<file path="src/design/eefa_pkg.sv">
// Package for the extended-exponent float ALU: beat types, command codes, constants.
// No dependencies.
package eefa_pkg;

  typedef enum logic [1:0] {
    CMD_ADD  = 2'd0,
    CMD_MUL  = 2'd1,
    CMD_CONV = 2'd2,
    CMD_MULF = 2'd3
  } cmd_e;

  typedef struct packed {
    logic [1:0]         command;
    logic [31:0]        a_significand;
    logic signed [31:0] a_exponent;
    logic [31:0]        b_significand;
    logic signed [31:0] b_exponent;
  } in_beat_t;

  typedef struct packed {
    logic [31:0]        result_significand;
    logic signed [31:0] result_exponent;
  } out_beat_t;

  localparam logic [31:0] KeepMask  = 32'h807F_FFFF;
  localparam logic [31:0] OneField  = 32'h3F80_0000;
  localparam logic [31:0] CanonNan  = 32'h7FC0_0000;
  localparam logic [31:0] Sixteen   = 32'h4180_0000;
  localparam logic [31:0] Sixteenth = 32'h3D80_0000;
  localparam logic [7:0]  Bias      = 8'd127;
  localparam int          MaxShift  = 31;
  localparam int          FracBits  = 23;

  // Unbiased exponent of a float pattern as a 32-bit delta
  function automatic logic [31:0] exp_delta(input logic [31:0] f);
    exp_delta = {24'd0, f[30:23]} - {24'd0, Bias};
  endfunction

  // Lazy renormalise check: f negative or zero, or f >= 16 or f <= 1/16 (NaN never qualifies)
  function automatic logic needs_norm(input logic [31:0] f);
    logic is_nan;
    logic is_zero;
    is_nan  = (f[30:23] == 8'hFF) && (f[22:0] != 23'd0);
    is_zero = (f[30:0] == 31'd0);
    if (is_nan) needs_norm = 1'b0;
    else if (f[31] || is_zero) needs_norm = 1'b1;
    else needs_norm = (f[30:0] >= Sixteen[30:0]) || (f[30:0] <= Sixteenth[30:0]);
  endfunction

endpackage

</file>
<file path="src/design/extended_exponent_float_alu_top.sv">
// Top level of the extended-exponent float ALU: command decode, alignment, output stage.
// Depends on eefa_pkg and eefa_fpcore.
// A beat passes the input decode register and then the four-stage float core (unpack,
// multiply/align, normalise and round, lazy renormalise) before it is offered on the
// output, and one beat is accepted every cycle while the pipeline advances.
// The whole pipeline advances when the output register is empty or being taken.
module extended_exponent_float_alu_top import eefa_pkg::*; (
  input  logic      clk_i,
  input  logic      rst_ni,
  input  logic      in_valid_i,
  output logic      in_ready_o,
  input  in_beat_t  in_data_i,
  output logic      out_valid_o,
  input  logic      out_ready_i,
  output out_beat_t out_data_o
);

  logic adv;
  assign adv = !out_valid_o || out_ready_i;
  assign in_ready_o = adv;

  // ---------------- decode stage
  typedef struct packed {
    logic        mul;
    logic [31:0] x, y, exp;
    logic        bypass;
    logic [31:0] bsig;
    logic        norm;
  } dec_t;

  dec_t dec_d, dec_q;
  logic dv_q;

  always_comb begin
    logic [31:0] d;
    logic [31:0] zs;
    d = in_data_i.a_exponent - in_data_i.b_exponent;
    zs = (in_data_i.b_significand & KeepMask) | OneField;
    dec_d = '0;
    dec_d.x = in_data_i.a_significand;
    dec_d.exp = in_data_i.a_exponent;
    case (cmd_e'(in_data_i.command))
      CMD_ADD: begin
        dec_d.mul = 1'b0;
        if ($signed(d) > MaxShift) begin
          dec_d.bypass = 1'b1; dec_d.bsig = in_data_i.a_significand;
        end else if ($signed(d) < -MaxShift) begin
          dec_d.bypass = 1'b1; dec_d.bsig = in_data_i.b_significand;
          dec_d.exp = in_data_i.b_exponent;
        end else if (!d[31]) begin
          dec_d.y = in_data_i.b_significand - (d << FracBits);
        end else begin
          dec_d.y = in_data_i.b_significand + ((32'd0 - d) << FracBits);
        end
      end
      CMD_MUL: begin
        dec_d.mul = 1'b1;
        dec_d.y = in_data_i.b_significand;
        dec_d.exp = in_data_i.a_exponent + in_data_i.b_exponent;
      end
      CMD_CONV: begin
        dec_d.bypass = 1'b1;
        dec_d.bsig = in_data_i.a_significand;
        dec_d.exp = 32'd0;
        dec_d.norm = 1'b1;
      end
      default: begin
        dec_d.mul = 1'b1;
        dec_d.y = zs;
        dec_d.exp = in_data_i.a_exponent + exp_delta(in_data_i.b_significand);
      end
    endcase
  end

  // convert: renormalise the bypassed pattern in the last stage
  logic        cv;
  logic [31:0] csig, cexp;

  always_ff @(posedge clk_i or negedge rst_ni) begin
    if (!rst_ni) dv_q <= 1'b0;
    else if (adv) dv_q <= in_valid_i;
  end

  always_ff @(posedge clk_i) begin
    if (adv) dec_q <= dec_d;
  end

  eefa_fpcore u_core (
    .clk_i    (clk_i),
    .rst_ni   (rst_ni),
    .en_i     (adv),
    .valid_i  (dv_q),
    .mul_i    (dec_q.mul),
    .x_i      (dec_q.x),
    .y_i      (dec_q.y),
    .exp_i    (dec_q.exp),
    .bypass_i (dec_q.bypass),
    .bsig_i   (dec_q.bsig),
    .norm_i   (dec_q.norm),
    .valid_o  (cv),
    .sig_o    (csig),
    .exp_o    (cexp)
  );

  assign out_valid_o = cv;
  assign out_data_o.result_significand = csig;
  assign out_data_o.result_exponent = cexp;

`ifndef SYNTHESIS
  // a held output beat must not change
  a_hold: assert property (@(posedge clk_i) disable iff (!rst_ni)
    out_valid_o && !out_ready_i |=> out_valid_o && $stable(out_data_o))
    else $error("output beat changed while stalled");
  // input ready follows the output stage
  a_ready: assert property (@(posedge clk_i) disable iff (!rst_ni)
    in_ready_o == (!out_valid_o || out_ready_i))
    else $error("ready does not follow output stage");
`endif

endmodule

</file>
<file path="src/design/eefa_fpcore.sv">
// Pipelined float32 add / multiply core, round to nearest even, subnormals kept.
// Depends on eefa_pkg. Four register stages, one beat per cycle, stall by enable.
module eefa_fpcore import eefa_pkg::*; (
  input  logic        clk_i,
  input  logic        rst_ni,
  input  logic        en_i,
  input  logic        valid_i,
  input  logic        mul_i,
  input  logic [31:0] x_i,
  input  logic [31:0] y_i,
  input  logic [31:0] exp_i,
  input  logic        bypass_i,
  input  logic [31:0] bsig_i,
  input  logic        norm_i,
  output logic        valid_o,
  output logic [31:0] sig_o,
  output logic [31:0] exp_o
);

  // ---------------- stage 1: unpack and classify
  typedef struct packed {
    logic        mul;
    logic        sx, sy;
    logic [9:0]  ex, ey;   // effective exponent (subnormal uses 1)
    logic [23:0] mx, my;
    logic        nan, inf, infsign;
    logic [31:0] exp;
    logic        bypass;
    logic [31:0] bsig;
    logic        norm;
  } s1_t;

  s1_t s1_d, s1_q;
  logic v1_q;

  always_comb begin
    logic xn, yn, xi, yi, xz, yz;
    xn = (x_i[30:23] == 8'hFF) && (x_i[22:0] != 0);
    yn = (y_i[30:23] == 8'hFF) && (y_i[22:0] != 0);
    xi = (x_i[30:23] == 8'hFF) && (x_i[22:0] == 0);
    yi = (y_i[30:23] == 8'hFF) && (y_i[22:0] == 0);
    xz = (x_i[30:0] == 0);
    yz = (y_i[30:0] == 0);
    s1_d.mul = mul_i;
    s1_d.sx = x_i[31];
    s1_d.sy = y_i[31];
    s1_d.ex = {2'b0, (x_i[30:23] == 0) ? 8'd1 : x_i[30:23]};
    s1_d.ey = {2'b0, (y_i[30:23] == 0) ? 8'd1 : y_i[30:23]};
    s1_d.mx = {(x_i[30:23] != 0), x_i[22:0]};
    s1_d.my = {(y_i[30:23] != 0), y_i[22:0]};
    if (mul_i) begin
      s1_d.nan = xn || yn || (xi && yz) || (yi && xz);
      s1_d.inf = xi || yi;
      s1_d.infsign = x_i[31] ^ y_i[31];
    end else begin
      s1_d.nan = xn || yn || (xi && yi && (x_i[31] != y_i[31]));
      s1_d.inf = xi || yi;
      s1_d.infsign = xi ? x_i[31] : y_i[31];
    end
    s1_d.exp = exp_i;
    s1_d.bypass = bypass_i;
    s1_d.bsig = bsig_i;
    s1_d.norm = norm_i;
  end

  // ---------------- stage 2: multiply or align, to a wide signed mantissa
  // man bit 49 carries the biased float exponent e (sticky in lsb)
  typedef struct packed {
    logic        sign;
    logic signed [11:0] e;  // exponent of man bit 49 as a biased float exponent
    logic [49:0] man;       // bits 49..1 data, bit 0 sticky
    logic        exzero;    // exact zero result
    logic        zsign;
    logic        nan, inf, infsign;
    logic [31:0] exp;
    logic        bypass;
    logic [31:0] bsig;
    logic        norm;
  } s2_t;

  s2_t s2_d, s2_q;
  logic v2_q;

  always_comb begin
    logic [47:0] prod;
    logic [9:0]  diff;
    logic [73:0] big, lesser;
    logic [73:0] sh;
    logic        bsx, bss;
    logic [9:0]  be;
    logic [74:0] sum;
    logic        sticky;
    prod = s1_q.mx * s1_q.my;
    big = '0; lesser = '0; sh = '0; bsx = 0; bss = 0; be = '0; sum = '0;
    sticky = 0; diff = '0;
    s2_d = '0;
    s2_d.nan = s1_q.nan;
    s2_d.inf = s1_q.inf;
    s2_d.infsign = s1_q.infsign;
    s2_d.exp = s1_q.exp;
    s2_d.bypass = s1_q.bypass;
    s2_d.bsig = s1_q.bsig;
    s2_d.norm = s1_q.norm;
    if (s1_q.mul) begin
      // product bit 47 is man bit 49, biased exponent ex+ey-126
      s2_d.sign = s1_q.sx ^ s1_q.sy;
      s2_d.e = $signed({2'b0, s1_q.ex}) + $signed({2'b0, s1_q.ey}) - 12'sd126;
      s2_d.man = {prod, 2'b0};
      s2_d.exzero = (prod == 0);
      s2_d.zsign = s1_q.sx ^ s1_q.sy;
    end else begin
      // align in a 74-bit frame: mantissa at bits 73..50, shifted bits below
      if ({s1_q.ex, s1_q.mx} >= {s1_q.ey, s1_q.my}) begin
        big = {s1_q.mx, 50'd0}; lesser = {s1_q.my, 50'd0};
        diff = s1_q.ex - s1_q.ey; be = s1_q.ex; bsx = s1_q.sx; bss = s1_q.sy;
      end else begin
        big = {s1_q.my, 50'd0}; lesser = {s1_q.mx, 50'd0};
        diff = s1_q.ey - s1_q.ex; be = s1_q.ey; bsx = s1_q.sy; bss = s1_q.sx;
      end
      if (diff > 10'd48) begin
        sh = '0; sticky = (lesser != 0);
      end else begin
        sh = lesser >> diff;
        sticky = ((sh << diff) != lesser);
      end
      if (bsx == bss) sum = {1'b0, big} + {1'b0, sh};
      else sum = {1'b0, big} - {1'b0, sh} - {74'd0, sticky};
      // sum bit 73 has biased exponent be; sum bit 74 is man bit 49 at be+1
      s2_d.sign = bsx;
      s2_d.e = $signed({2'b0, be}) + 12'sd1;
      s2_d.man = {sum[74:26], (sum[25:0] != 0) || sticky};
      s2_d.exzero = (sum == 0) && !sticky;
      s2_d.zsign = s1_q.sx & s1_q.sy;
    end
  end

  // ---------------- stage 3: normalise (leading one search) and round
  typedef struct packed {
    logic [31:0] res;
    logic [31:0] exp;
    logic        bypass;
    logic [31:0] bsig;
    logic        norm;
  } s3_t;

  s3_t s3_d, s3_q;
  logic v3_q;

  always_comb begin
    logic [5:0]  lz;
    logic signed [12:0] en;
    logic [49:0] m;
    logic [6:0]  rsh;
    logic [49:0] mr;
    logic        st;
    logic [24:0] rm;
    logic        g, rb, lsb;
    logic signed [12:0] ef;
    logic [31:0] r;
    lz = 6'd49;
    for (int i = 0; i < 49; i++) if (s2_q.man[49 - i] && lz == 6'd49) lz = 6'(i);
    // man bit 49 ~ biased exponent e ... bring leading one to bit 49
    m = s2_q.man << lz;
    en = 13'(s2_q.e) - 13'(signed'({7'd0, lz}));
    rsh = 7'd0;
    if (en < 13'sd1) rsh = (13'sd1 - en > 13'sd40) ? 7'd40 : 7'(13'sd1 - en);
    mr = m >> rsh;
    st = ((mr << rsh) != m);
    if (en < 13'sd1) en = 13'sd0;
    rm = {1'b0, mr[49:26]};
    g = mr[25];
    rb = (mr[24:0] != 0) || st;
    lsb = mr[26];
    if (g && (rb || lsb)) rm = rm + 25'd1;
    ef = en;
    if (rm[24]) begin
      rm = rm >> 1; ef = ef + 13'sd1;
    end else if (en == 13'sd0 && rm[23]) ef = 13'sd1;
    if (s2_q.nan) r = CanonNan;
    else if (s2_q.inf) r = {s2_q.infsign, 8'hFF, 23'd0};
    else if (s2_q.exzero) r = {s2_q.zsign, 31'd0};
    else if (ef >= 13'sd255) r = {s2_q.sign, 8'hFF, 23'd0};
    else r = {s2_q.sign, ef[7:0], rm[22:0]};
    s3_d.res = r;
    s3_d.exp = s2_q.exp;
    s3_d.bypass = s2_q.bypass;
    s3_d.bsig = s2_q.bsig;
    s3_d.norm = s2_q.norm;
  end

  // ---------------- stage 4: lazy renormalise, or bypass (forced one if norm set)
  logic [31:0] sig_d, sig_q, exq_d, exq_q;
  logic v4_q;

  always_comb begin
    sig_d = s3_q.res;
    exq_d = s3_q.exp;
    if (s3_q.bypass) begin
      sig_d = s3_q.bsig;
      if (s3_q.norm) begin
        exq_d = s3_q.exp + exp_delta(s3_q.bsig);
        sig_d = (s3_q.bsig & KeepMask) | OneField;
      end
    end else if (needs_norm(s3_q.res)) begin
      exq_d = s3_q.exp + exp_delta(s3_q.res);
      sig_d = (s3_q.res & KeepMask) | OneField;
    end
  end

  always_ff @(posedge clk_i or negedge rst_ni) begin
    if (!rst_ni) begin
      v1_q <= 1'b0; v2_q <= 1'b0; v3_q <= 1'b0; v4_q <= 1'b0;
    end else if (en_i) begin
      v1_q <= valid_i; v2_q <= v1_q; v3_q <= v2_q; v4_q <= v3_q;
    end
  end

  always_ff @(posedge clk_i) begin
    if (en_i) begin
      s1_q <= s1_d; s2_q <= s2_d; s3_q <= s3_d;
      sig_q <= sig_d; exq_q <= exq_d;
    end
  end

  assign valid_o = v4_q;
  assign sig_o = sig_q;
  assign exp_o = exq_q;

endmodule
</file>
<file path="config.mk">
export PLATFORM = sky130hd
export DESIGN_NAME = extended_exponent_float_alu_top
export DESIGN_NICKNAME = d
export VERILOG_FILES = /design/src/design/eefa_pkg.sv /design/src/design/extended_exponent_float_alu_top.sv /design/src/design/eefa_fpcore.sv
export SDC_FILE = /design/constraint.sdc
export NUM_CORES = 2
export LEC_CHECK = 0
export BUFFER_PORTS_ARGS = -buffer_cell sky130_fd_sc_hd__buf_2
export CORE_UTILIZATION = 66
export DETAILED_ROUTE_END_ITERATION = 10
export HOLD_SLACK_MARGIN = 0.06
export PLACE_DENSITY = 0.84
export SLEW_MARGIN = 40
export SYNTH_ARGS = -nofsm -noshare
export SYNTH_HDL_FRONTEND = slang
export SYNTH_SLANG_ARGS = --single-unit
</file>
<file path="constraint.sdc">
create_clock -name clk_i -period 30.6 [get_ports clk_i]
set_clock_uncertainty 0.1 [all_clocks]
set_input_delay 6.12 -clock clk_i [delete_from_list [all_inputs] [get_ports clk_i]]
set_output_delay 6.12 -clock clk_i [all_outputs]
set_load 0.005 [all_outputs]
</file>
==> qor.yml, run 1 <==
die_y_um: 337.9
num_rows: 122
cts_setup_buffers: 0
synth_xor_area_frac: 0.04175
synth.area.top_cells: "edfxtp_1 (23%), fa_1 (13%), ha_1 (9.2%)"
io_buffers: 199
yosys_warnings: 0
dp.final_hpwl_mm: 236.9
firstError: "[ERROR GRT-0232] Routing congestion too high. Check the congestion heatmap in the GUI."
synth_area_per_cell_um2: 8.648
root_buffer: "clkbuf_16"
synthFlopType: "edfxtp_1"
place_inst: 9974
cts_hold_buf: 0
synth_seq_cells: 568
yosys.area_share.simple: 0.1758
initial_core_util: 0.6692
async_reset_ff_frac: 0.008803
grt_remaining_overflow: 16
grtUsageTotal: 0.7225
seq_area_frac_synth: 0.2287
lastStage: "global routing"
yosysMostFrequentCell: "nand2_1"
htree_levels: 2
synthCells: 8611
synth_top_family_by_area: "adder cells"
placed_area_mm2: 0.07688
syn-cell-area_mm2: 0.07447
grt_max_degree: 104
yosysTopAreaCell: "edfxtp_1"
ys_types: 137
cts_resized: 0
pre_cts_ws_ns: 10.57
muxShareOfSynthArea: 0.04787
clkSinkCount: 568
die_w_um: 337.9
cts_buffer_depth: 3
numCtsBuffers: 52
synth_compound_area_frac: 0.2071
synth_top_cell_area_share: 0.2270
synthAdderAreaFrac: 0.2251
status: "stopped before the end"
synthTopCellsByCount: "nand2_1 (967), inv_1 (875), nor2_1 (622), edfxtp_1 (563), ha_1 (550)"
gp_congestion: 1.235
boundaryPins: 200
synth_edf_count: 563
## metal layers
metal,overflow,track usage
met2,6,0.8832
met5,0,0.3357
met1,0,0.7334
met4,7,0.6760
met3,3,0.5745
## per-stage QoR
stage / utilization / hold slack [ns]
after CTS: 0.7058 / 0.3140
after detailed placement: 0.6909 / 0.3045
after global placement: 0.6894 / 0.3003
after floorplan: - / 0.3003
## cells by family after synthesis
kind of cell    count (synthesis)
mux                           309
flops                         568
buf+inv                      1387
other cells                     1
fa+ha+maj                    1044
simple gates                 2760
xor+xnor                      355
compound gates               2187
==> run 2: changes to the inputs <==
--- a/config.mk
+++ b/config.mk
@@ -6,10 +6,9 @@
 export NUM_CORES = 2
 export LEC_CHECK = 0
 export BUFFER_PORTS_ARGS = -buffer_cell sky130_fd_sc_hd__buf_2
-export CORE_UTILIZATION = 66
+export CORE_UTILIZATION = 40
 export DETAILED_ROUTE_END_ITERATION = 10
-export HOLD_SLACK_MARGIN = 0.06
-export PLACE_DENSITY = 0.84
+export PLACE_DENSITY_LB_ADDON = 0.15
 export SLEW_MARGIN = 40
 export SYNTH_ARGS = -nofsm -noshare
 export SYNTH_HDL_FRONTEND = slang
==> run 2 against run 1 <==
Net effect: the flow now finishes without violations; synthesized cell count unchanged; synthesized area unchanged.
==> qor.yml, run 2 <==
clkSinkCount: 568  # unchanged
clkLatencyLatePin_ns: 0.67
ys_types: 137  # unchanged
cts_tree: "done"
nFillCells: 18230
grtUsageTotal: 0.3472
drcViolationCount: 0
worstPathRequired_ns: 30.86
cts_setup_buffers: 0  # unchanged
synthCells: 8611  # unchanged
path_max_fanout: 78
multi_input_area_mm2: 0.05251
root_buffer: "clkbuf_16"
cpMostUsedCell: "buf_4"
grt_pass1_vias: 67160
grt_first_pass_wirelength_mm: 476.7
crit_type: "flop to flop"
synth.area.top_cells: "edfxtp_1 (23%), fa_1 (13%), ha_1 (9.2%)"
initial_core_util: 0.4046  # -0.2646
min_path_type: "flop to flop"
met1_usage: 0.4502
r2r_cells: 60
num_rows: 157  # +29%
rsz0062_at_grt: "no"
area_delta_synth_final_pct: 8.235
critPathMaxStageDelay_ns: 0.81
seqCellArea_mm2: 0.01703
drv_slew: 0
largestRegisters: "u_core.s1_q (136), u_core.s2_q (134), dec_q (131)"
gp_congestion: 1.073  # -13%
worst_setup_path_end_kind: "flop"
largest-register: "u_core.s1_q"
synthTopCellsByCount: "nand2_1 (967), inv_1 (875), nor2_1 (622), edfxtp_1 (563), ha_1 (550)"
fin_nets: 9767
layout_commonest_cell: "nand2_1"
dr.pass1.iters: 9
largest_reg_flops: 136
die_y_um: 433.5  # +28%
r2r_end: "u_core.s3_q[68]$_SDFFCE_PP0P_"
synth_seq_cells: 568  # unchanged
start_kind: "flop"
htree_levels: 2  # unchanged
crit_arrival_ns: 21.03
cp-endpoint: "u_core.s3_q[68]$_SDFFCE_PP0P_"
synthFlopType: "edfxtp_1"
fin_crit_ns: 20.77
cts_buffer_depth: 3  # unchanged
numCtsBuffers: 58  # +12%
cp_slowest_cell: "or3_2"
drive_above_1_share: 0.1024
io_buffers: 199  # unchanged
syn-cell-area_mm2: 0.07447  # unchanged
cts_hold_buf: 0  # unchanged
synth_area_per_cell_um2: 8.648  # unchanged
timing.final.hold_violations: 0
num_vias: 69540
synth_edf_count: 563  # unchanged
antenna_found_initial: 19
path_clk_slew_ns: 0.06
antenna_left: 0
async_reset_ff_frac: 0.008803  # unchanged
synth_top_cell_area_share: 0.2270  # unchanged
busiest_layer: "met2"
status: "finished, final reports clean"
routed_wl_mm: 332.6
critPathLaunch: "u_core.s2_q[118]$_DFFE_PP_"
grt_util_met3: 0.06961
layout.cells.most_common_list: "nand2_1 (959), inv_1 (875), nor2_1 (587), edfxtp_1 (563), ha_1 (549)"
max_cap_viol_count: 0
slew_headroom: 0.3165
cts_resized: 0  # unchanged
boundaryPins: 200  # unchanged
drtIter0Drc: 7937
grt_max_degree: 99
seq_area_frac_synth: 0.2287  # unchanged
period_share: 0.6788
wl_per_cell_um: 29.94
yosys_warnings: 0  # unchanged
yosysMostFrequentCell: "nand2_1"
setup_viol: 0
worst_slew_pin_slew_ns: 1.025
yosysTopAreaCell: "edfxtp_1"
ff2ff_setup_slack_ns: 9.83
rr_startpoint: "u_core.s2_q[118]$_DFFE_PP_"
die_w_um: 433.5  # +28%
coreArea_mm2: 0.1841
grt_remaining_overflow: 0
via_per_inst: 6.261
die-area_mm2: 0.1879
fmax_mhz: 48.15
fin_setup_tns_ns: 0
dp.final_hpwl_mm: 256.1  # +8.1%
grtUsageMet2: 0.5416
[run 2: cell counts after synthesis]
Identical to the previous run, type by type.
[run 2: area by class of cell]
type | instances | share of cell area
Antenna cell | 6 | 0.0001863
Clock buffer | 68 | 0.01874
Clock inverter | 38 | 0.004471
Inverter | 882 | 0.04109
Multi-Input combinational cell | 6657 | 0.6515
Sequential cell | 568 | 0.2113
Tap cell | 2464 | 0.03825
Timing Repair Buffer | 423 | 0.03446
[run 2: metal layers]
layer,share of wire,up-vias
met4,0.064,10
met2,0.44,3470
li1,-,30710
met1,0.41,34430
met5,0.00021,-
met3,0.084,914
[run 2: how the worst min path moves through the flow]
stage / startpoint / to / slack (ns) / cells past startpoint
global route: u_core.s1_q[35]$_DFFE_PP_ / u_core.s2_q[35]$_DFFE_PP_ / 0.31 / 0
finish: u_core.s2_q[13]$_DFFE_PP_ / u_core.s3_q[13]$_DFFE_PP_ / 0.31 / 0
floorplan: dec_q[0]$_DFFE_PP_ / u_core.s1_q[0]$_DFFE_PP_ / 0.30 / 0
CTS: u_core.s2_q[13]$_DFFE_PP_ / u_core.s3_q[13]$_DFFE_PP_ / 0.29 / 0
global placement: u_core.s1_q[54]$_DFFE_PP_ / u_core.s2_q[54]$_DFFE_PP_ / 0.30 / 0
detailed placement: dec_q[40]$_DFFE_PP_ / u_core.s1_q[40]$_DFFE_PP_ / 0.30 / 0
[run 2: cells by family after synthesis]
| logic type | after synthesis | share of synthesized area |
|---|---|---|
| xor gates and xnor gates | 355 | 0.04175 |
| DFF | 568 | 0.2287 |
| and+or+nand+nor | 2760 | 0.1758 |
| muxes | 309 | 0.04787 |
| adders and majority gates | 1044 | 0.2251 |
| other | 1 | 0.00005036 |
| buffers and inverters | 1387 | 0.07368 |
| AOI/OAI and AO/OA | 2187 | 0.2071 |
[run 2: worst max-delay path: cells and delay by family, from the launching register on]
kind / cells / cell delay, ns
AND/OR/NAND/NOR: 20 / 7.66
AO/OA/AOI/OAI: 25 / 7.03
buffers and inverters: 10 / 3.19
adder cells (fa/ha/maj): 3 / 1.04
flip-flops: 1 / 0.57
multiplexers: 1 / 0.40
XOR/XNOR: 1 / 0.33
[run 2: metrics by stage]
stage	cells	util	cell area, um^2	hold slack (ns)	setup slack, ns
3_5_place_dp	10990	0.4270	78600	0.3045	10.44
3_3_place_gp	10980	0.4251	78250	0.3012	10.10
6_report	11110	0.4379	80600	0.3063	9.830
4_1_cts	11100	0.4372	80470	0.2942	10.39
2_1_floorplan	8612	-	74470	0.3003	2.786
5_1_grt	11100	0.4379	80600	0.3071	9.073
Power of run 2 is not shown: default switching activity piles up to over one toggle a cycle in this logic, so the estimate is an artifact.
